===== src/assert_macros.svh =====
// Assertion macros for the xtbd modules; xtbd_out is the one that includes them.
// Uses the clk and rst_n names of the module that includes it.
`ifndef ASSERT_MACROS_SVH
`define ASSERT_MACROS_SVH

`ifndef ASSERT_OFF
// Checked only while out of reset
`define XTBD_ASSERT(label, prop, msg) \
    label: assert property (@(posedge clk) disable iff (!rst_n) prop) else $error(msg);
// Checked at every clock edge, reset included
`define XTBD_ASSERT_ALWAYS(label, prop, msg) \
    label: assert property (@(posedge clk) prop) else $error(msg);
`else
`define XTBD_ASSERT(label, prop, msg)
`define XTBD_ASSERT_ALWAYS(label, prop, msg)
`endif

`endif


===== src/xtbd_pkg.sv =====
// Shared types, constants and round functions for the XTEA block decipher.
// No dependencies.
`default_nettype none

package xtbd_pkg;

    localparam int unsigned WORD_W         = 32;
    localparam int unsigned DEFAULT_ROUNDS = 32;
    localparam int unsigned NUM_KEYS       = 4;
    localparam int unsigned KEY_SEL_W      = 2;
    localparam int unsigned SUM_SEL_LSB    = 11;
    localparam int unsigned CFG_IDX_W      = 8;

    typedef logic [WORD_W-1:0] word_t;

    localparam word_t XT_DELTA = 32'h9E37_79B9;

    // Configuration register indexes
    localparam logic [CFG_IDX_W-1:0] CFG_KEY_WORD0 = 8'd0;
    localparam logic [CFG_IDX_W-1:0] CFG_KEY_WORD1 = 8'd1;
    localparam logic [CFG_IDX_W-1:0] CFG_KEY_WORD2 = 8'd2;
    localparam logic [CFG_IDX_W-1:0] CFG_KEY_WORD3 = 8'd3;

    typedef logic [NUM_KEYS-1:0][WORD_W-1:0] key_t;

    // One cipher block in flight
    typedef struct packed {
        word_t second;
        word_t first;
    } blk_t;

    // delta * n, wrapped to 32 bits (elaboration only)
    function automatic word_t round_sum(input int unsigned n);
        logic [63:0] prod;
        prod = 64'(XT_DELTA) * 64'(n);
        return prod[WORD_W-1:0];
    endfunction

    // ((x << 4) ^ (x >> 5)) + x
    function automatic word_t xt_mix(input word_t x);
        return ((x << 4) ^ (x >> 5)) + x;
    endfunction

endpackage

`default_nettype wire


===== src/xtbd_out.sv =====
// Output register with skid stage; produces the chain advance enable.
// Depends on xtbd_pkg and assert_macros.svh.
`default_nettype none
`include "assert_macros.svh"

module xtbd_out
    import xtbd_pkg::*;
(
    input  wire logic clk,
    input  wire logic rst_n,
    input  wire logic pipe_valid,
    input  wire blk_t pipe_blk,
    output logic      en,
    output logic      m_valid,
    input  wire logic m_ready,
    output blk_t      m_blk
);

    logic out_valid_reg;
    logic out_valid_next;
    logic skid_valid_reg;
    logic skid_valid_next;
    blk_t out_blk_reg;
    blk_t out_blk_next;
    blk_t skid_blk_reg;
    blk_t skid_blk_next;
    logic arrive;

    // Chain moves only while the skid stage is free
    assign en     = !skid_valid_reg;
    assign arrive = en && pipe_valid;

    always_comb
    begin
        out_valid_next  = out_valid_reg;
        skid_valid_next = skid_valid_reg;
        out_blk_next    = out_blk_reg;
        skid_blk_next   = skid_blk_reg;
        if (out_valid_reg && !m_ready)
        begin
            // output stalled: a new result parks in the skid stage
            if (arrive)
            begin
                skid_valid_next = 1'b1;
                skid_blk_next   = pipe_blk;
            end
        end
        else if (skid_valid_reg)
        begin
            out_valid_next  = 1'b1;
            out_blk_next    = skid_blk_reg;
            skid_valid_next = 1'b0;
        end
        else
        begin
            out_valid_next = arrive;
            out_blk_next   = pipe_blk;
        end
    end

    always_ff @(posedge clk or negedge rst_n)
    begin
        if (!rst_n)
        begin
            out_valid_reg  <= 1'b0;
            skid_valid_reg <= 1'b0;
        end
        else
        begin
            out_valid_reg  <= out_valid_next;
            skid_valid_reg <= skid_valid_next;
        end
    end

    always_ff @(posedge clk)
    begin
        out_blk_reg  <= out_blk_next;
        skid_blk_reg <= skid_blk_next;
    end

    assign m_valid = out_valid_reg;
    assign m_blk   = out_blk_reg;

    `XTBD_ASSERT_ALWAYS(a_skid_needs_out, skid_valid_reg |-> out_valid_reg, "skid full, out empty")
    `XTBD_ASSERT(a_stall_parks, out_valid_reg && !m_ready && arrive |=> skid_valid_reg, "result lost on stall")
    `XTBD_ASSERT(a_skid_drains, skid_valid_reg && m_ready |=> out_valid_reg && !skid_valid_reg, "skid not drained")

endmodule

`default_nettype wire


===== config.mk =====
export PLATFORM = sky130hd
export DESIGN_NAME = xtbd_out
export DESIGN_NICKNAME = d
export VERILOG_FILES = /design/src/xtbd_pkg.sv /design/src/xtbd_out.sv
export VERILOG_INCLUDE_DIRS = /design/src /design/src/src
export SDC_FILE = /design/constraint.sdc
export NUM_CORES = 1
export LEC_CHECK = 0
export ABC_AREA = 1
export BUFFER_PORTS_ARGS = -buffer_cell sky130_fd_sc_hd__buf_4
export CAP_MARGIN = 40
export CORE_MARGIN = 2
export CORE_UTILIZATION = 35
export CTS_CLUSTER_DIAMETER = 50
export CTS_CLUSTER_SIZE = 25
export DETAILED_ROUTE_END_ITERATION = 8
export SYNTH_ARGS = -nofsm -noshare
export SYNTH_HDL_FRONTEND = slang
export SYNTH_SLANG_ARGS = --single-unit
export TNS_END_PERCENT = 100

===== constraint.sdc =====
create_clock -name clk -period 13.7 [get_ports clk]
set_input_delay 2.74 -clock clk [delete_from_list [all_inputs] [get_ports clk]]
set_output_delay 2.74 -clock clk [all_outputs]
set_load 0.005 [all_outputs]

==> reports/qor.json, run 1 <==
{
  "floorplan": {
    "top_level_ports": 134,
    "die_w_um": 121,
    "rows": 42,
    "initial_utilization_pct": 35.9,
    "die-area_um2": 14500,
    "fp.dieH_um": 121,
    "core_um2": 13200
  },
  "logic_synthesis": {
    "syn_area_per_cell_um2": 13.8,
    "yosysUniqueCellTypes": 9,
    "synth_edf_count": 128,
    "ys_seq_elements": 130,
    "synth-warning-count": 0,
    "synth_sequential_area_ratio_pct": 81.9,
    "synthMostInstantiatedCell": "sky130_fd_sc_hd__nand2_1",
    "synth_largest_type_area_fraction_pct": 80.8,
    "synthTopCellsByCount": "sky130_fd_sc_hd__nand2_1, sky130_fd_sc_hd__edfxtp_1, sky130_fd_sc_hd__buf_4",
    "synthesis.nets": 412,
    "ys_top_cells_by_area": "sky130_fd_sc_hd__edfxtp_1, sky130_fd_sc_hd__nand2_1, sky130_fd_sc_hd__buf_4",
    "mappedNetlistArea_um2": 4760,
    "postSynth.topFlopCell": "sky130_fd_sc_hd__edfxtp_1",
    "synth_area_leader_cell": "sky130_fd_sc_hd__edfxtp_1",
    "ys_async_sr_fraction_pct": 1.54,
    "synthesis.instances": 344
  },
  "cells_and_area": {
    "number_of_diodes_added_for_antenna_fixing": 0,
    "syn_to_final_growth_pct": 36.3,
    "multiInputGateArea_um2": 758,
    "post_route_cells_drive_above_1_share_pct": 33.9,
    "finish.net_count": 554,
    "final-seq-area_um2": 3890,
    "fin_util_pct": 49.0,
    "fillerInstances": 1196
  },
  "sta": {
    "worst_pin_slew_ns": 0.663,
    "final_max_slew_viol_count": 0,
    "setup_ws_ns": 9.43,
    "final_hold_viol_count": 0,
    "finalCritPeriodShare_pct": 31.2,
    "slew_headroom_pct": 55.8,
    "rsz0062_at_grt": "false",
    "hold_slack_ns": 0.512,
    "clock.fmax_mhz": 234,
    "fin_setup_tns_ns": 0,
    "report.final.setup_viol": 0,
    "fin_skew_ns": 0.00451,
    "final.min_clock_period_ns": 4.27
  },
  "setup_path": {
    "start_kind": "primary input",
    "cp-end-kind": "flop",
    "critical_path_peak_fanout": 44,
    "cp.required_ns": 13.74,
    "critical_path_class": "primary input to flop",
    "worstPathArrival_ns": 4.31
  },
  "clock_tree": {
    "cts-htree-levels": 4,
    "cts_setup_buffers": 0,
    "cts_resized": 0,
    "clk_transition_reported_paths_ns": 0.05,
    "tritoncts": "built",
    "clock-root-buffer": "sky130_fd_sc_hd__clkbuf_16",
    "numClockSinks": 130,
    "cts_buffer_depth": 2,
    "worst_skew_pair.late_latency_ns": 0.41,
    "cts_buffers": 17,
    "cts_hold_buf": 0
  },
  "grt": {
    "pin_count_of_the_biggest_net_entering_global_routing": 66,
    "overflow": 0,
    "gr-usage-all-layers_pct": 13.3,
    "grt_first_pass_wirelength_mm": 14.5,
    "grt_pass1_vias": 2895,
    "antenna_found_initial": 0
  },
  "route": {
    "postRouteWirelength_mm": 9.24,
    "route.detailed.wl_per_inst_um": 13.7,
    "drc_violations_left": 0,
    "viasPerCell": 4.33,
    "detail-route-antenna-nets": 0,
    "drt_pass1_iterations": 4,
    "detailedRoute.firstIterationViolations": 163,
    "total_number_of_vias": 2926
  },
  "power": {
    "power-per-cell-area_nw_per_um2": 153,
    "leakagePower_uw": 0.00277,
    "irDropWorstVdd_mv": 0.0704
  },
  "job": {
    "drv_cap": 0
  },
  "place": {
    "dpl_worst_slack_ns": 8.96,
    "gp_congestion": 0.746,
    "dp_hpwl_mm": 5.94,
    "buffer_ports.inserted": 133
  },
  "run_status": {
    "outcome": "complete, no violations"
  },
  "min_path": {
    "worst_hold_path_type": "flop to flop"
  }
}
[through the flow]
stage | area, um^2 | power [uW] | cells
after detailed placement | 5930 | 583 | 643
after floorplan | 4760 | 526 | 344
after global placement | 5900 | 580 | 642
final | 6480 | 993 | 675
after global routing | 6480 | 1030 | 675
after CTS | 6480 | 1010 | 675
[per-layer routing]
layer / global-route usage, % / wire (um)
met1: 16.9 / 3970
met2: 19.5 / 4270
met3: 6.42 / 867
met4: 5.74 / 136
met5: 0 / 0
[cell families (layout without fill, tap and decap cells)]
logic type / after synthesis / count (layout) / share of synthesized area [%]
simple gates: 198 / 198 / 15.6
flops: 130 / 130 / 81.9
buf+inv: 16 / 171 / 2.52
[final timing paths]
| kind | from | endpoint | slack [ns] | cells after the start |
|---|---|---|---|---|
| worst max-delay path | m_ready | skid_blk_reg[3] | 9.43 | 5 |
| worst min-delay path | skid_blk_reg[48] | m_blk[48] | 0.51 | 2 |
| worst max register to register | skid_valid_reg | skid_blk_reg[3] | 10.99 | 5 |
| worst min register to register | skid_blk_reg[48] | m_blk[48] | 0.51 | 2 |
| max in group asynchronous | rst_n | skid_valid_reg | 11.50 | 1 |
| min in group asynchronous | rst_n | m_valid | 2.10 | 1 |
[final cells by class]
class / count / share of cell area, %
clock buffers: 20 / 6.74
multi-input cells: 198 / 11.7
clock inverters: 12 / 1.80
flip-flops and latches: 130 / 60.1
inverters: 2 / 0.116
well taps: 176 / 3.40
repair buffers: 137 / 16.2
[worst max-delay path, stage by stage]
cell,delay [ns]
sky130_fd_sc_hd__buf_4,0.11
sky130_fd_sc_hd__inv_1,0.08
sky130_fd_sc_hd__nand2_4,0.21
sky130_fd_sc_hd__nor2_4,0.55
sky130_fd_sc_hd__buf_4,0.57
[report_power, final]
| group | total [uW] | switching [uW] | internal, uW |
|---|---|---|---|
| Clock | 420 | 156 | 264 |
| Combinational | 89.8 | 44.8 | 45.0 |
| Sequential | 483 | 8.67 | 474 |
| Total | 993 | 209 | 783 |
[cell usage in the layout (no fill, tap or decap)]
cell type	n
sky130_fd_sc_hd__inv_1	1
sky130_fd_sc_hd__clkinv_1	1
sky130_fd_sc_hd__dfrtp_2	1
sky130_fd_sc_hd__buf_16	1
sky130_fd_sc_hd__clkbuf_16	17
sky130_fd_sc_hd__nor2_4	1
sky130_fd_sc_hd__nor2_1	2
sky130_fd_sc_hd__nand2_4	1
sky130_fd_sc_hd__buf_4	136
sky130_fd_sc_hd__nand2_1	194
sky130_fd_sc_hd__edfxtp_1	128
sky130_fd_sc_hd__bufinv_16	2
sky130_fd_sc_hd__dfrtp_1	1
sky130_fd_sc_hd__clkinv_2	6
sky130_fd_sc_hd__clkbuf_1	3
sky130_fd_sc_hd__inv_2	1
sky130_fd_sc_hd__clkinvlp_4	3
Note: power is estimated with default switching activity, not from simulation.
==> run 2: changes to the inputs <==
- clock period: 13.7 -> 4.1 ns (I/O delays scaled with it)
==> run 2 against run 1 <==
  * First-iteration DRC count rose by 20%
  * Sequential share of layout area fell by 0.97 points
  * Routed wire length rose by 2.5%
  * Non-clock buffer count rose by 1
  * Clock-buffer cell count rose by 4
  * Worst setup slack got worse by 7.7 ns
  * Die area did not move
  * Combinational power rose to 3.4 times the previous value
  * Flip-flop and latch count did not move
  * Largest cell class unchanged
  * Highest routed layer unchanged
==> reports/qor.json, run 2 (same netlist as run 1, synthesis figures left out) <==
{
  "grt": {
    "grt_pass1_vias": {"value": 2884, "change": "was 2895"},
    "pin_count_of_the_biggest_net_entering_global_routing": {"value": 66, "change": "unchanged"},
    "gr-usage-all-layers": {"value": 13.3, "unit": "%", "change": "about the same"},
    "grt_first_pass_wirelength": {"value": 14.5, "unit": "mm", "change": "about the same"},
    "antenna_found_initial": {"value": 0, "change": "unchanged"},
    "overflow": {"value": 0, "change": "unchanged"}
  },
  "run_status": {
    "outcome": {"value": "complete, no violations", "change": "unchanged"}
  },
  "clock_tree": {
    "cts-htree-levels": {"value": 4, "change": "unchanged"},
    "cts_buffers": {"value": 17, "change": "unchanged"},
    "clock-root-buffer": {"value": "sky130_fd_sc_hd__clkbuf_16", "change": "unchanged"},
    "worst_skew_pair.late_latency": {"value": 0.40, "unit": "ns", "change": "was 0.41 ns"},
    "numClockSinks": {"value": 130, "change": "unchanged"},
    "cts_setup_buffers": {"value": 0, "change": "unchanged"},
    "cts_hold_buf": {"value": 0, "change": "unchanged"},
    "tritoncts": {"value": "built", "change": "unchanged"},
    "clk_transition_reported_paths": {"value": 0.06, "unit": "ns", "change": "was 0.05 ns"},
    "cts_buffer_depth": {"value": 2, "change": "unchanged"},
    "cts_resized": {"value": 0, "change": "unchanged"}
  },
  "sta": {
    "fin_skew": {"value": 0.00848, "unit": "ns", "change": "was 0.00451 ns"},
    "report.final.setup_viol": {"value": 0, "change": "unchanged"},
    "hold_slack": {"value": 0.187, "unit": "ns", "change": "was 0.512 ns"},
    "rsz0062_at_grt": {"value": "false", "change": "unchanged"},
    "final_max_slew_viol_count": {"value": 0, "change": "unchanged"},
    "final_hold_viol_count": {"value": 0, "change": "unchanged"},
    "worst_pin_slew": {"value": 0.674, "unit": "ns", "change": "was 0.663 ns"},
    "fin_setup_tns": {"value": 0, "unit": "ns", "change": "unchanged"},
    "slew_headroom": {"value": 55.0, "unit": "%", "change": "was 55.8%"},
    "clock.fmax_mhz": 425,
    "final.min_clock_period_ns": 2.35,
    "finalCritPeriodShare_pct": 57.4
  },
  "cells_and_area": {
    "fin_util": {"value": 49.8, "unit": "%", "change": "was 49.0%"},
    "number_of_diodes_added_for_antenna_fixing": {"value": 0, "change": "unchanged"},
    "stdcell_area": {"value": 6590, "unit": "um^2", "change": "was 6480 um^2"},
    "layout.cells.most_common_list": {"value": "sky130_fd_sc_hd__nand2_1, sky130_fd_sc_hd__buf_4, sky130_fd_sc_hd__edfxtp_1", "change": "unchanged"},
    "post_route_cells_drive_above_1_share": {"value": 34.6, "unit": "%", "change": "was 33.9%"},
    "mostFrequentLayoutCell": {"value": "sky130_fd_sc_hd__nand2_1", "change": "unchanged"},
    "finish.net_count": {"value": 555, "change": "was 554"},
    "fillerInstances": {"value": 1208, "change": "was 1196"},
    "final-seq-area": {"value": 3890, "unit": "um^2", "change": "unchanged"},
    "multiInputGateArea": {"value": 758, "unit": "um^2", "change": "unchanged"},
    "finish.cell_count_without_fillers": {"value": 676, "change": "was 675"},
    "syn_to_final_growth": {"value": 38.5, "unit": "%", "change": "was 36.3%"}
  },
  "place": {
    "buffer_ports.inserted": {"value": 133, "change": "unchanged"},
    "placedCellCount": {"value": 644, "change": "was 643"},
    "dp_hpwl": {"value": 6.16, "unit": "mm", "change": "was 5.94 mm"},
    "gp_congestion": {"value": 0.698, "change": "was 0.746"},
    "placement.cell_area": {"value": 5930, "unit": "um^2", "change": "unchanged"}
  },
  "setup_path": {
    "cp_cell_sequence": {"value": "inv_2 > buf_4", "change": "was buf_4 > inv_1 > nand2_4 > nor2_4 > buf_4"},
    "start_kind": {"value": "flop", "change": "was primary input"},
    "cp.required": {"value": 3.28, "unit": "ns", "change": "was 13.74 ns"},
    "cp-end-kind": {"value": "output pin", "change": "was flop"},
    "worstPathArrival": {"value": 1.53, "unit": "ns", "change": "was 4.31 ns"},
    "worst-path-buf-inv": {"value": 2, "change": "was 3"},
    "cell_family_contributing_the_most_delay_on_the_critical_path": {"value": "buffers and inverters", "change": "unchanged"},
    "crit_path_top_delay_cell": {"value": "sky130_fd_sc_hd__inv_2", "change": "was sky130_fd_sc_hd__buf_4"},
    "timing.critical_path.slowest_cell_delay": {"value": 0.50, "unit": "ns", "change": "was 0.57 ns"},
    "critical_path_class": {"value": "flop to output pin", "change": "was primary input to flop"},
    "critical_path_peak_fanout": {"value": 37, "change": "was 44"}
  },
  "power": {
    "power-per-cell-area": {"value": 540, "unit": "nW/um^2", "change": "was 153 nW/um^2"},
    "irDropWorstVdd": {"value": 0.224, "unit": "mV", "change": "was 0.0704 mV"},
    "leakagePower": {"value": 0.00282, "unit": "uW", "change": "was 0.00277 uW"}
  },
  "route": {
    "drc_violations_left": {"value": 0, "change": "unchanged"},
    "postRouteWirelength": {"value": 9.47, "unit": "mm", "change": "was 9.24 mm"},
    "route.detailed.wl_per_inst": {"value": 14.0, "unit": "um", "change": "was 13.7 um"},
    "detail-route-antenna-nets": {"value": 0, "change": "unchanged"},
    "viasPerCell": {"value": 4.34, "change": "was 4.33"},
    "detailedRoute.firstIterationViolations": {"value": 195, "change": "was 163"},
    "total_number_of_vias": {"value": 2937, "change": "was 2926"},
    "drt_pass1_iterations": {"value": 4, "change": "unchanged"}
  },
  "min_path": {
    "worst_hold_path_type": {"value": "primary input to asynchronous set/reset pin", "change": "was flop to flop"}
  },
  "floorplan": {
    "initial_utilization": {"value": 35.9, "unit": "%", "change": "unchanged"},
    "core": {"value": 13200, "unit": "um^2", "change": "unchanged"},
    "top_level_ports": {"value": 134, "change": "unchanged"},
    "die_w": {"value": 121, "unit": "um", "change": "unchanged"},
    "rows": {"value": 42, "change": "unchanged"},
    "die-area": {"value": 14500, "unit": "um^2", "change": "unchanged"},
    "fp.dieH": {"value": 121, "unit": "um", "change": "unchanged"}
  },
  "job": {
    "drv_cap": {"value": 0, "change": "unchanged"}
  }
}
==> run 2: final timing paths <==
kind,startpoint,to,cells after the start,slack (ns)
worst max register to register,skid_valid_reg,skid_blk_reg[41],4,2.08
worst min-delay path,rst_n,skid_valid_reg,1,0.19
max in group asynchronous,rst_n,skid_valid_reg,1,3.81
worst min register to register,skid_blk_reg[41],m_blk[41],2,0.51
worst max-delay path,skid_valid_reg,en,2,1.75
min in group clk,skid_blk_reg[41],m_blk[41],2,0.51
==> run 2: cell type report <==
type                            count  share of cell area (%)
Clock buffer                       24                    7.77
Clock inverter                      8                    2.24
Inverter                            2                   0.114
Multi-Input combinational cell    198                    11.5
Sequential cell                   130                    59.1
Tap cell                          176                    3.34
Timing Repair Buffer              138                    15.9
==> run 2: through the flow <==
step | setup WS, ns | power (uW)
2_1_floorplan | 0.226 | 1760
3_3_place_gp | 1.55 | 1940
3_5_place_dp | 1.63 | 1950
4_1_cts | 1.68 | 3600
5_1_grt | 1.63 | 3680
6_report | 1.75 | 3560
==> run 2: worst reg2reg max path, cell delays in order (launching register included) <==
cell                      delay (ns)
sky130_fd_sc_hd__dfrtp_2        0.40
sky130_fd_sc_hd__inv_2          0.50
sky130_fd_sc_hd__nand2_1        0.19
sky130_fd_sc_hd__nor2_4         0.15
sky130_fd_sc_hd__buf_4          0.39
==> run 2: power by group <==
part           total, uW  internal, uW  switching (uW)
Clock               1650          1110             531
Sequential          1610          1580            29.7
Combinational        302           150             152
Total               3560          2850             713
==> run 2: layer usage <==
metal	track usage (%)	wire length, um
met2	19.7	4390
met5	0	0
met3	4.62	582
met4	5.96	124
met1	17.5	4370
