===== src/assert_macros.svh =====
// Assertion macros for the xtbd modules; xtbd_out is the one that includes them.
// Uses the clk and rst_n names of the module that includes it.
`ifndef ASSERT_MACROS_SVH
`define ASSERT_MACROS_SVH

`ifndef ASSERT_OFF
// Checked only while out of reset
`define XTBD_ASSERT(label, prop, msg) \
    label: assert property (@(posedge clk) disable iff (!rst_n) prop) else $error(msg);
// Checked at every clock edge, reset included
`define XTBD_ASSERT_ALWAYS(label, prop, msg) \
    label: assert property (@(posedge clk) prop) else $error(msg);
`else
`define XTBD_ASSERT(label, prop, msg)
`define XTBD_ASSERT_ALWAYS(label, prop, msg)
`endif

`endif


===== src/xtbd_pkg.sv =====
// Shared types, constants and round functions for the XTEA block decipher.
// No dependencies.
`default_nettype none

package xtbd_pkg;

    localparam int unsigned WORD_W         = 32;
    localparam int unsigned DEFAULT_ROUNDS = 32;
    localparam int unsigned NUM_KEYS       = 4;
    localparam int unsigned KEY_SEL_W      = 2;
    localparam int unsigned SUM_SEL_LSB    = 11;
    localparam int unsigned CFG_IDX_W      = 8;

    typedef logic [WORD_W-1:0] word_t;

    localparam word_t XT_DELTA = 32'h9E37_79B9;

    // Configuration register indexes
    localparam logic [CFG_IDX_W-1:0] CFG_KEY_WORD0 = 8'd0;
    localparam logic [CFG_IDX_W-1:0] CFG_KEY_WORD1 = 8'd1;
    localparam logic [CFG_IDX_W-1:0] CFG_KEY_WORD2 = 8'd2;
    localparam logic [CFG_IDX_W-1:0] CFG_KEY_WORD3 = 8'd3;

    typedef logic [NUM_KEYS-1:0][WORD_W-1:0] key_t;

    // One cipher block in flight
    typedef struct packed {
        word_t second;
        word_t first;
    } blk_t;

    // delta * n, wrapped to 32 bits (elaboration only)
    function automatic word_t round_sum(input int unsigned n);
        logic [63:0] prod;
        prod = 64'(XT_DELTA) * 64'(n);
        return prod[WORD_W-1:0];
    endfunction

    // ((x << 4) ^ (x >> 5)) + x
    function automatic word_t xt_mix(input word_t x);
        return ((x << 4) ^ (x >> 5)) + x;
    endfunction

endpackage

`default_nettype wire


===== src/xtbd_cell.sv =====
// One half-round of XTEA decipher: a pipeline cell with its own round key.
// Depends on xtbd_pkg.
`default_nettype none

module xtbd_cell
    import xtbd_pkg::*;
#(
    parameter word_t SUM_VAL     = XT_DELTA,
    parameter bit    SECOND_HALF = 1'b0
)
(
    input  wire logic clk,
    input  wire logic rst_n,
    input  wire logic en,
    input  wire key_t key_words,
    input  wire logic in_valid,
    input  wire blk_t in_blk,
    output logic      out_valid,
    output blk_t      out_blk
);

    // First half uses sum bits 12:11, second half the low two bits
    localparam logic [KEY_SEL_W-1:0] KEY_SEL = SECOND_HALF ?
        SUM_VAL[KEY_SEL_W-1:0] : SUM_VAL[SUM_SEL_LSB +: KEY_SEL_W];

    logic  valid_reg;
    word_t t_reg;
    word_t t_next;
    blk_t  blk_reg;
    blk_t  blk_next;

    // Round key follows the key registers; reset value matches an all-zero key
    assign t_next = SUM_VAL + key_words[KEY_SEL];

    // Half-round update
    always_comb
    begin
        blk_next = in_blk;
        if (SECOND_HALF)
        begin
            blk_next.first = in_blk.first - (xt_mix(in_blk.second) ^ t_reg);
        end
        else
        begin
            blk_next.second = in_blk.second - (xt_mix(in_blk.first) ^ t_reg);
        end
    end

    always_ff @(posedge clk or negedge rst_n)
    begin
        if (!rst_n)
        begin
            valid_reg <= 1'b0;
            t_reg     <= SUM_VAL;
        end
        else
        begin
            t_reg <= t_next;
            if (en)
            begin
                valid_reg <= in_valid;
            end
        end
    end

    always_ff @(posedge clk)
    begin
        if (en)
        begin
            blk_reg <= blk_next;
        end
    end

    assign out_valid = valid_reg;
    assign out_blk   = blk_reg;

endmodule

`default_nettype wire


===== config.mk =====
export PLATFORM = sky130hd
export DESIGN_NAME = xtbd_cell
export DESIGN_NICKNAME = d
export VERILOG_FILES = /design/src/assert_macros.svh /design/src/xtbd_pkg.sv /design/src/xtbd_cell.sv
export SDC_FILE = /design/constraint.sdc
export NUM_CORES = 1
export LEC_CHECK = 0
export BUFFER_PORTS_ARGS = -buffer_cell sky130_fd_sc_hd__clkbuf_2
export CAP_MARGIN = 20
export CORE_AREA = 10 10 144 146
export CTS_CLUSTER_DIAMETER = 50
export DETAILED_ROUTE_END_ITERATION = 10
export DIE_AREA = 0 0 154 156
export GPL_TIMING_DRIVEN = 0
export MAX_ROUTING_LAYER = met4
export PLACE_DENSITY = 0.72
export SLEW_MARGIN = 20
export SYNTH_ARGS = -nofsm -noshare
export SYNTH_HDL_FRONTEND = slang
export SYNTH_SLANG_ARGS = --single-unit

===== constraint.sdc =====
create_clock -name clk -period 7.76 [get_ports clk]
set_input_delay 1.552 -clock clk [delete_from_list [all_inputs] [get_ports clk]]
set_output_delay 1.552 -clock clk [all_outputs]
set_load 0.05 [all_outputs]

==> metrics, run 1 <==
status=finished, final reports clean; Rows=49; Port Buf Inserts=164; Hold Vio Cnt, Final=0; Final Power=2.608 mW; RePlAce Congestion=0.9300; First DRT Iteration DRCs=235; clock latency on the worst-skew pair=0.35 ns; RSZ-0062 raised after global routing=no; number of max-cap violations=0; Final Skew=0.009832 ns; asr flop ratio synth=34.02%; Ports=261; most common cell after layout, fill and taps aside=clkbuf_2; Max Root-Sink Buffers=2; commonest non-fill, non-tap cells in the layout=163 x clkbuf_2, 76 x xnor2_1, 67 x ha_1, 64 x xor2_1, 64 x edfxtp_1; CTS root buf=clkbuf_16; crit share post-route=82.49%; CTS buffer count=9; die area=24020 µm²; initial antenna violation count=3; Worst EP required=7.85 ns; reg2reg start=t_reg[4]; R2R Setup Slk=3.96 ns; FF/Latch Area=2773 µm²; Psw=1.177 mW; die height=156 µm; layout cells sized above 1=24.97%; Pwr Density=310.4 nW/µm²; Post-synth EDFFs=64; Max Clk Rate=156.2 MHz; CTS resizes=0; Final Critical Period=6.401 ns; Reg power frac=29.1%; clock sink count=97; wirelength, routed=18830 µm; Clk pwr share=16.8%; Wirelength per Cell=17.36 µm; setup repair bufs after CTS=0; hold_buf cts=0; max reg flops=64; Crit. End Element=flip-flop; Sw Ratio=45.15%; post-detail-place hpwl=15930 µm; Top FF cell, synth=edfxtp_1; combinational share of power=54.1%; Die Wd=154 µm; DRC Markers=0; Final nets=1113; Least-Margin Pin Slew=0.7287 ns; Finish-stage setup viols=0; cell area after synthesis=6972 µm²; CP Class=primary input to flip-flop; fill count=1663; CP Max Fanout=5; VDD IR max=0.0002384 V; core outline area=17840 µm²; Internal Pwr Total=1.430 mW; CTS tree=built; R2R depth=11; post-route ant nets=0; Synth warnings=0; P_leak=3.708 nW; Hold Startpoint=out_valid; Avg Cell Area, Syn=10.37 µm²; WHS Path Cells=1; vias in the first global route=5714; post-synth cell types=57; setup_tns=0 ns; Worst Path Arrival=6.49 ns; largest net degree at the start of global routing=35; worst hold-check path type=flip-flop to flip-flop; reg2reg end=out_blk[62]; Mapped Cells=672; Hold EP=out_valid; DR vias=5694; total track usage=15.51%; post-synthesis register bit count=97; clk slew on worst S/H paths=0.08 ns; Vias/cell=5.248; area of the multi-input gates=4075 µm²; CP startpoint kind=primary input; first-pass iteration count of the detailed router=4; initial core utilization=39.08%; Synthesized Nets=937; pins over their slew limit=0; relative max-transition margin=51.42%; sequential fraction of the synthesis area=39.77%; Area growth syn-to-layout=20.50%; H-tree depth=3; total gr overflow=0; first-pass GRT wire length=29330 µm
==> per-stage QoR <==
| stage | utilization [%] | instance area [µm²] | std cells | setup slack, ns | hold WS [ns] |
|---|---|---|---|---|---|
| 2_1_floorplan | - | 6972 | 672 | 2.191 | 0.7801 |
| 3_3_place_gp | 45.28 | 8079 | 1065 | 1.199 | 0.4885 |
| 3_5_place_dp | 45.41 | 8102 | 1066 | 1.135 | 0.4945 |
| 4_1_cts | 47.04 | 8393 | 1082 | 1.480 | 0.5120 |
| 5_1_grt | 47.09 | 8401 | 1085 | 0.9286 | 0.5299 |
| 6_report | 47.09 | 8401 | 1085 | 1.359 | 0.5101 |
==> cell families after synthesis <==
logic type | after synthesis | synth area share [%]
compound gates | 180 | 17.71
simple gates | 152 | 10.39
xor+xnor | 140 | 17.59
flops | 97 | 39.77
fa+ha+maj | 69 | 12.60
buf+inv | 33 | 1.777
mux | 1 | 0.1615
==> critical path, stage by stage <==
cell	delay, ns
clkbuf_2	0.16
xor2_1	0.25
ha_1	0.32
a221oi_1	0.41
nor3_1	0.08
a21boi_0	0.18
o21a_1	0.28
a31o_2	0.28
a21o_1	0.17
a21oi_1	0.17
xnor2_1	0.13
ha_1	0.40
nand2_1	0.15
nor2_1	0.24
nand3_1	0.11
nor4_1	0.46
o221ai_1	0.26
a211oi_1	0.53
a311oi_1	0.21
xnor2_1	0.16
==> worst max path at each step <==
stage             endpoint  startpoint  slack (ns)  depth (start not counted)
2_1_floorplan  out_blk[62]  in_blk[11]        2.19                         19
3_3_place_gp   out_blk[62]  in_blk[11]        1.20                         20
3_5_place_dp   out_blk[62]  in_blk[11]        1.14                         20
4_1_cts        out_blk[62]  in_blk[11]        1.48                         20
5_1_grt        out_blk[62]  in_blk[11]        0.93                         20
6_report       out_blk[62]  in_blk[11]        1.36                         20
==> area by class of cell <==
class / count / area share, %
inverters: 24 / 1.072
clock inverters: 7 / 0.7894
well taps: 229 / 3.411
flip-flops and latches: 97 / 33.01
diodes: 3 / 0.08937
clock buffers: 9 / 2.681
multi-input cells: 542 / 48.51
plain buffers: 9 / 0.4021
repair buffers: 165 / 10.04
==> power by group through the flow <==
stage	clock network, mW	registers [mW]	logic, mW
after global placement	0	0.769	1.38
after global routing	0.462	0.771	1.53
after detailed placement	0	0.772	1.40
final	0.439	0.759	1.41
after floorplan	0	1.11	0.741
after CTS	0.451	0.761	1.41
==> metal layers <==
layer	vias to the layer above	share of wire, %	wire (µm)	track usage (%)
li1	2837	-	-	-
met2	165	50	9481	26.28
met3	36	6.7	1264	3.364
met4	0	3.2	595	7.377
met5	-	0	0	-
met1	2656	40	7490	17.04
==> synth_stat cells (16+ instances only) <==
cell / n / area share (%)
edfxtp_1: 64 / 28
a21o_1: 31 / 3.3
nand3_1: 18 / 1.3
a21oi_1: 49 / 3.5
dfstp_2: 20 / 7.5
nor2_1: 40 / 2.2
nand2_1: 35 / 1.9
nor3_1: 16 / 1.1
xor2_1: 64 / 8.0
inv_1: 24 / 1.3
xnor2_1: 76 / 9.5
ha_1: 67 / 12
o21ai_0: 23 / 1.7
No activity file was read; power rests on OpenSTA's default activity.
==> inputs of run 2 (changes only) <==
--- a/config.mk
+++ b/config.mk
@@ -5,15 +5,16 @@
 export SDC_FILE = /design/constraint.sdc
 export NUM_CORES = 1
 export LEC_CHECK = 0
+export ABC_AREA = 1
 export BUFFER_PORTS_ARGS = -buffer_cell sky130_fd_sc_hd__clkbuf_2
 export CAP_MARGIN = 20
-export CORE_AREA = 10 10 144 146
+export CORE_AREA = 10 10 156 158
 export CTS_CLUSTER_DIAMETER = 50
 export DETAILED_ROUTE_END_ITERATION = 10
-export DIE_AREA = 0 0 154 156
+export DIE_AREA = 0 0 166 168
 export GPL_TIMING_DRIVEN = 0
 export MAX_ROUTING_LAYER = met4
-export PLACE_DENSITY = 0.72
+export PLACE_DENSITY = 0.73
 export SLEW_MARGIN = 20
 export SYNTH_ARGS = -nofsm -noshare
 export SYNTH_HDL_FRONTEND = slang
==> constraint.sdc (replaced) <==
create_clock -name clk -period 5.62 [get_ports clk]
set_input_delay 1.124 -clock clk [delete_from_list [all_inputs] [get_ports clk]]
set_output_delay 1.124 -clock clk [all_outputs]
set_load 0.05 [all_outputs]
==> run 2 against run 1 <==
Against the previous run: largest cell class unchanged; sequential cell count did not move; sequential power rose by 34%; combinational power rose by 43%; total power rose by 40%; highest routed layer unchanged; final cell count rose by 46%; non-clock buffer count fell by 9.
==> metrics, run 2 <==
wirelength, routed=23970 µm; most used cell, CP=nand2_1; CP Class=primary input to flip-flop; clock sink count=97; Vias/cell=4.992; max reg flops=64; cell area after synthesis=8408 µm²; instance count on the critical path=21; hold_buf cts=0; slowest CP cell=ha_1; CP startpoint kind=primary input; Final Skew=0.009954 ns; Worst EP required=5.74 ns; largest net degree at the start of global routing=38; GR Util met3=2.910%; Finish-stage setup viols=0; post-synthesis register bit count=97; relative max-transition margin=52.05%; most crowded layer after global routing=met2; VDD IR max=0.0001673 V; Port Buf Inserts=163; post-synthesis simple-gate area fraction=27.44%; CTS buffer count=9; Max Clk Rate=232.8 MHz; layout cells sized above 1=17.60%; mux cell area share after synthesis=0.1339%; Least-Margin Pin Slew=0.7193 ns; WHS Path Cells=1; number of max-cap violations=0; Final nets=1561; total gr overflow=0; pins over their slew limit=0; setup repair bufs after CTS=0; Top FF cell, synth=edfxtp_1; sequential fraction of the synthesis area=32.98%; CTS tree=built; crit-path cells=clkbuf_2, ha_1, inv_1, fa_1, o21ai_2, nand2_1, nand2_1, nand2_1, nand2_1, nand2_1, nand3_1, nand2_1, ha_1, nand2_1, nor2_1, inv_1, nor2_1, nand3_1, o21bai_1, nand4_1, nand2_1; core outline area=21420 µm²; crit-path leading delay family=simple AND/OR/NAND/NOR gates; post-route ant nets=0; top-count cell post-synth=nand2_1; Post-synth top cells=311 x nand2_1, 133 x inv_1, 117 x nor2_1; most common cell after layout, fill and taps aside=nand2_1; final hold slack=0.5110 ns; post-detail-place hpwl=20820 µm; R2R depth=11; Final Critical Period=4.296 ns; share of the synthesized area in the top cell type=22.86%; DR vias=7892; Adder-Cell Fraction of Synth Area=10.45%; Compound-Gate Fraction of Synth Area=10.52%; commonest non-fill, non-tap cells in the layout=311 x nand2_1, 162 x clkbuf_2, 133 x inv_1, 117 x nor2_1, 85 x xor2_1; Avg Cell Area, Syn=7.501 µm²; Ant. Diodes=0; vias in the first global route=7731; first-pass GRT wire length=38230 µm; initial core utilization=39.26%; asr flop ratio synth=34.02%; DRC Markers=0; Buf/Inv on CP=3; clk slew on worst S/H paths=0.08 ns; RSZ-0062 raised after global routing=no; Synth warnings=0; RePlAce Congestion=0.9827; Post-synth EDFFs=64; Synthesized Nets=1386; Pwr Density=369.1 nW/µm²; First DRT Iteration DRCs=327; grt met2 use=29.81%; crit share post-route=76.44%; CTS resizes=0; status=finished, final reports clean; worst hold-check path type=flip-flop to flip-flop; Rows=54; main combinational cell family by area after synthesis=simple AND/OR/NAND/NOR gates; CP Max Fanout=5; P_leak=4.900 nW; Crit. End Element=flip-flop; die area=27890 µm²; Mapped Cells=1121; post-synth cell types=44; first-pass iteration count of the detailed router=5; leading area contributor after synthesis=edfxtp_1; total track usage=17.27%; Ports=261; Worst Path Arrival=4.42 ns; Synth area leaders=edfxtp_1 23%, nand2_1 14%, ha_1 10%; Area growth syn-to-layout=17.71%; Max Root-Sink Buffers=2; fill count=2163; grt met1 use=20.17%; setup_tns=0 ns; Hold Vio Cnt, Final=0; initial antenna violation count=0; CTS root buf=clkbuf_16; XOR/XNOR Fraction of Synth Area=12.28%; Die Wd=166 µm; Wirelength per Cell=15.16 µm; clock latency on the worst-skew pair=0.37 ns; Final Power=3.653 mW; Critical Path Max Stage Delay=0.42 ns; die height=168 µm; H-tree depth=3
run 2: changes by cell type after synthesis, sizes merged, moves of 7 or more:
| cell | delta |
|---|---|
| nand2 | +283 |
| inv | +113 |
| nor2 | +83 |
| xnor2 | -45 |
| nand3 | +39 |
| a21oi | +28 |
| xor2 | +22 |
| a21o | -18 |
| clkbuf | -9 |
| nand3b | +9 |
| o21ai | +9 |
| nand2b | -8 |
| a31oi | -7 |
run 2: routing by layer:
metal	wire length [µm]	up-vias
met2	11880	221
met3	1250	36
li1	-	4044
met4	499	0
met5	0	-
met1	10330	3591
run 2: worst reg2reg max path, cell delays in order (launching register included):
cell      delay [ns]
dfstp_2         0.52
xor2_1          0.16
xor2_1          0.33
ha_1            0.36
nand2_1         0.16
inv_1           0.05
a21boi_0        0.40
o21bai_1        0.17
a21oi_1         0.19
nand2_1         0.07
nand2_1         0.06
nand2_1         0.04
run 2: cell families after synthesis:
| family | Yosys count |
|---|---|
| flip-flops | 97 |
| XOR/XNOR | 117 |
| AND/OR/NAND/NOR | 547 |
| AO/OA/AOI/OAI | 152 |
| adder cells (fa/ha/maj) | 69 |
| multiplexers | 1 |
| buffers and inverters | 138 |
run 2: worst paths after layout:
check / startpoint / to / slack (ns)
max: in_blk[5] / out_blk[58] / 1.32
min: out_valid / out_valid / 0.51
max reg2reg: t_reg[16] / out_blk[62] / 2.88
min reg2reg: out_valid / out_valid / 0.51
max in group asynchronous: rst_n / t_reg[6] / 4.36
min in group asynchronous: rst_n / t_reg[1] / 0.80
run 2: metrics by stage:
| step | setup WS [ns] | instance area, µm² | cells | utilization, % |
|---|---|---|---|---|
| 2_1_floorplan | 1.816 | 8408 | 1121 | - |
| 3_3_place_gp | 1.102 | 9574 | 1564 | 44.70 |
| 5_1_grt | 1.087 | 9897 | 1581 | 46.21 |
| 3_5_place_dp | 1.059 | 9597 | 1565 | 44.81 |
| 4_1_cts | 1.442 | 9897 | 1581 | 46.21 |
| 6_report | 1.324 | 9897 | 1581 | 46.21 |
run 2: layout make-up:
| type | instances | area (µm²) | share of cell area [%] |
|---|---|---|---|
| buffer | 1 | 7.507 | 0.07585 |
| inverter | 137 | 514.2 | 5.196 |
| clock buffer | 9 | 225.2 | 2.276 |
| timing repair buffer | 164 | 838.3 | 8.470 |
| sequential | 97 | 2773 | 28.02 |
| tap | 280 | 350.3 | 3.540 |
| clock inverter | 7 | 75.07 | 0.7585 |
| multi-input combinational | 886 | 5114 | 51.67 |
run 2: where the power goes:
group	switching (mW)	internal, mW
Sequential	0.0408	0.978
Clock	0.301	0.313
Combinational	1.40	0.615
==> inputs of run 3 (changes only) <==
--- a/config.mk
+++ b/config.mk
@@ -14,7 +14,7 @@
 export DIE_AREA = 0 0 166 168
 export GPL_TIMING_DRIVEN = 0
 export MAX_ROUTING_LAYER = met4
-export PLACE_DENSITY = 0.73
+export PLACE_DENSITY = 0.71
 export SLEW_MARGIN = 20
 export SYNTH_ARGS = -nofsm -noshare
 export SYNTH_HDL_FRONTEND = slang
==> constraint.sdc (replaced) <==
create_clock -name clk -period 4.03 [get_ports clk]
set_input_delay 0.806 -clock clk [delete_from_list [all_inputs] [get_ports clk]]
set_output_delay 0.806 -clock clk [all_outputs]
set_load 0.05 [all_outputs]
==> run 3 against run 2 <==
Against the previous run: sequential power up 39%; via count down 0.96%; clock skew down 0.0030 ns; combinational power up 42%; total power up 40%; global-route usage down 0.058 points; largest cell class unchanged.
==> metrics, run 3 (same netlist as run 2, synthesis figures left out) <==
CTS root buf=clkbuf_16; Pwr Density=514.4 nW/µm²; Hold Vio Cnt, Final=0; clock latency on the worst-skew pair=0.36 ns; crit share post-route=94.83%; grt met2 use=29.46%; grt met1 use=20.12%; CP startpoint kind=primary input; post-route ant nets=0; Max Clk Rate=261.7 MHz; slowest CP cell=ha_1; first-pass iteration count of the detailed router=5; core outline area=21420 µm²; area of the multi-input gates=5167 µm²; Ports=261; Crit. End Element=flip-flop; pins over their slew limit=0; DRC Markers=0; Die Wd=166 µm; most crowded layer after global routing=met2; largest net degree at the start of global routing=56; Rows=54; R2R Setup Slk=1.40 ns; wirelength, routed=24240 µm; final hold slack=0.4954 ns; Ant. Diodes=0; clk slew on worst S/H paths=0.07 ns; CTS buffer count=9; Max Root-Sink Buffers=2; fill count=2151; total track usage=17.21%; Final Skew=0.006988 ns; die height=168 µm; Vias/cell=4.944; reg2reg start=t_reg[0]; initial core utilization=39.26%; first-pass GRT wire length=37830 µm; Port Buf Inserts=163; Placed Area=9604 µm²; VDD IR max=0.0001966 V; post-detail-place hpwl=20860 µm; RePlAce Congestion=0.9798; vias in the first global route=7778; DR vias=7816; FF/Latch Area=2773 µm²; initial antenna violation count=0; CP Class=primary input to flip-flop; Worst Path Arrival=3.93 ns; Worst EP required=4.13 ns; max reg flops=64; most used cell, CP=nor2_1; P_leak=4.909 nW; Least-Margin Pin Slew=0.7304 ns; First DRT Iteration DRCs=318; commonest non-fill, non-tap cells in the layout=309 x nand2_1, 162 x clkbuf_2, 133 x inv_1, 111 x nor2_1, 84 x xor2_1; status=finished, final reports clean; setup repair bufs after CTS=0; relative max-transition margin=51.31%; number of max-cap violations=0; worst hold-check path type=primary input to async pin; crit-path cells=clkbuf_2, xor2_1, ha_1, nand2_1, nor2_1, inv_1, nor2_1, nand4_1, nand3_1, xor2_1, ha_1, nand2_1, nor2_1, nand3_1, nor2_1, o21ai_0, nand3_1, nand2_1; Wirelength per Cell=15.33 µm; Final Critical Period=3.822 ns; GR Util met3=3.003%; CP Max Fanout=5; layout cells sized above 1=18.60%; die area=27890 µm²; final instance area=9947 µm²; Final nets=1561; total gr overflow=0; clock sink count=97; crit path from=in_blk[15]; Finish-stage setup viols=0; Critical Path Max Stage Delay=0.35 ns; most common cell after layout, fill and taps aside=nand2_1; Area growth syn-to-layout=18.30%; Final Util=46.44%; Final Power=5.117 mW; CTS tree=built; H-tree depth=3
[run 3: cell count changes in the layout (fill, tap and decap cells not counted), moves of 2 or more]
cell      previous run  this run
nor2_2               3         9
nand2_2              5         7
a21oi_1             75        73
a21oi_2              2         4
inv_6                3         1
nor2_1             117       111
nand2_1            311       309
clkinv_2             0         3
clkinv_8             2         0
[run 3: stage by stage]
step | TNS [ns] | std cells | worst slack (ns)
finish | 0 | 1581 | 0.2082
global route | -0.0006222 | 1581 | -0.0006222
CTS | 0 | 1581 | 0.1451
detailed placement | -1.998 | 1565 | -0.2198
global placement | -1.230 | 1564 | -0.1783
floorplan | 0 | 1121 | 0.5442
[run 3: power breakdown]
part           switching [mW]  internal [mW]
Clock                   0.382          0.457
Sequential             0.0553           1.36
Combinational            1.99          0.868
[run 3: layout make-up]
type                            instances  area share (%)
Buffer                                  1         0.07547
Clock buffer                           10           2.516
Clock inverter                          6          0.3899
Inverter                              137           5.170
Multi-Input combinational cell        886           51.95
Sequential cell                        97           27.87
Tap cell                              280           3.522
Timing Repair Buffer                  164           8.503
[run 3: path summary, 6_finish.rpt]
kind | to | cells after the start
min in group clk | out_valid | 1
hold reg to reg | out_valid | 1
max in group asynchronous | t_reg[2] | 1
hold / removal | t_reg[30] | 1
setup / recovery | out_blk[59] | 18
setup reg to reg | out_blk[58] | 13
[run 3: per-layer routing]
metal	vias to the layer above	part of all wire, %	wire [µm]
met4	0	2.5	598
met2	220	49	11840
li1	4028	-	-
met5	-	0	0
met1	3531	44	10600
met3	37	5.0	1204
[run 3: worst max-delay path, delay by kind of cell]
kind	cells	cell delay, ns
compound gates	1	0.17
xor+xnor	2	0.44
fa+ha+maj	2	0.63
buf+inv	2	0.24
simple gates	11	1.64
[run 3: what timing repair did]
action,CTS,global route
hold buffers,0,0
setup endpoints to repair,0,9
gates resized for setup,0,16
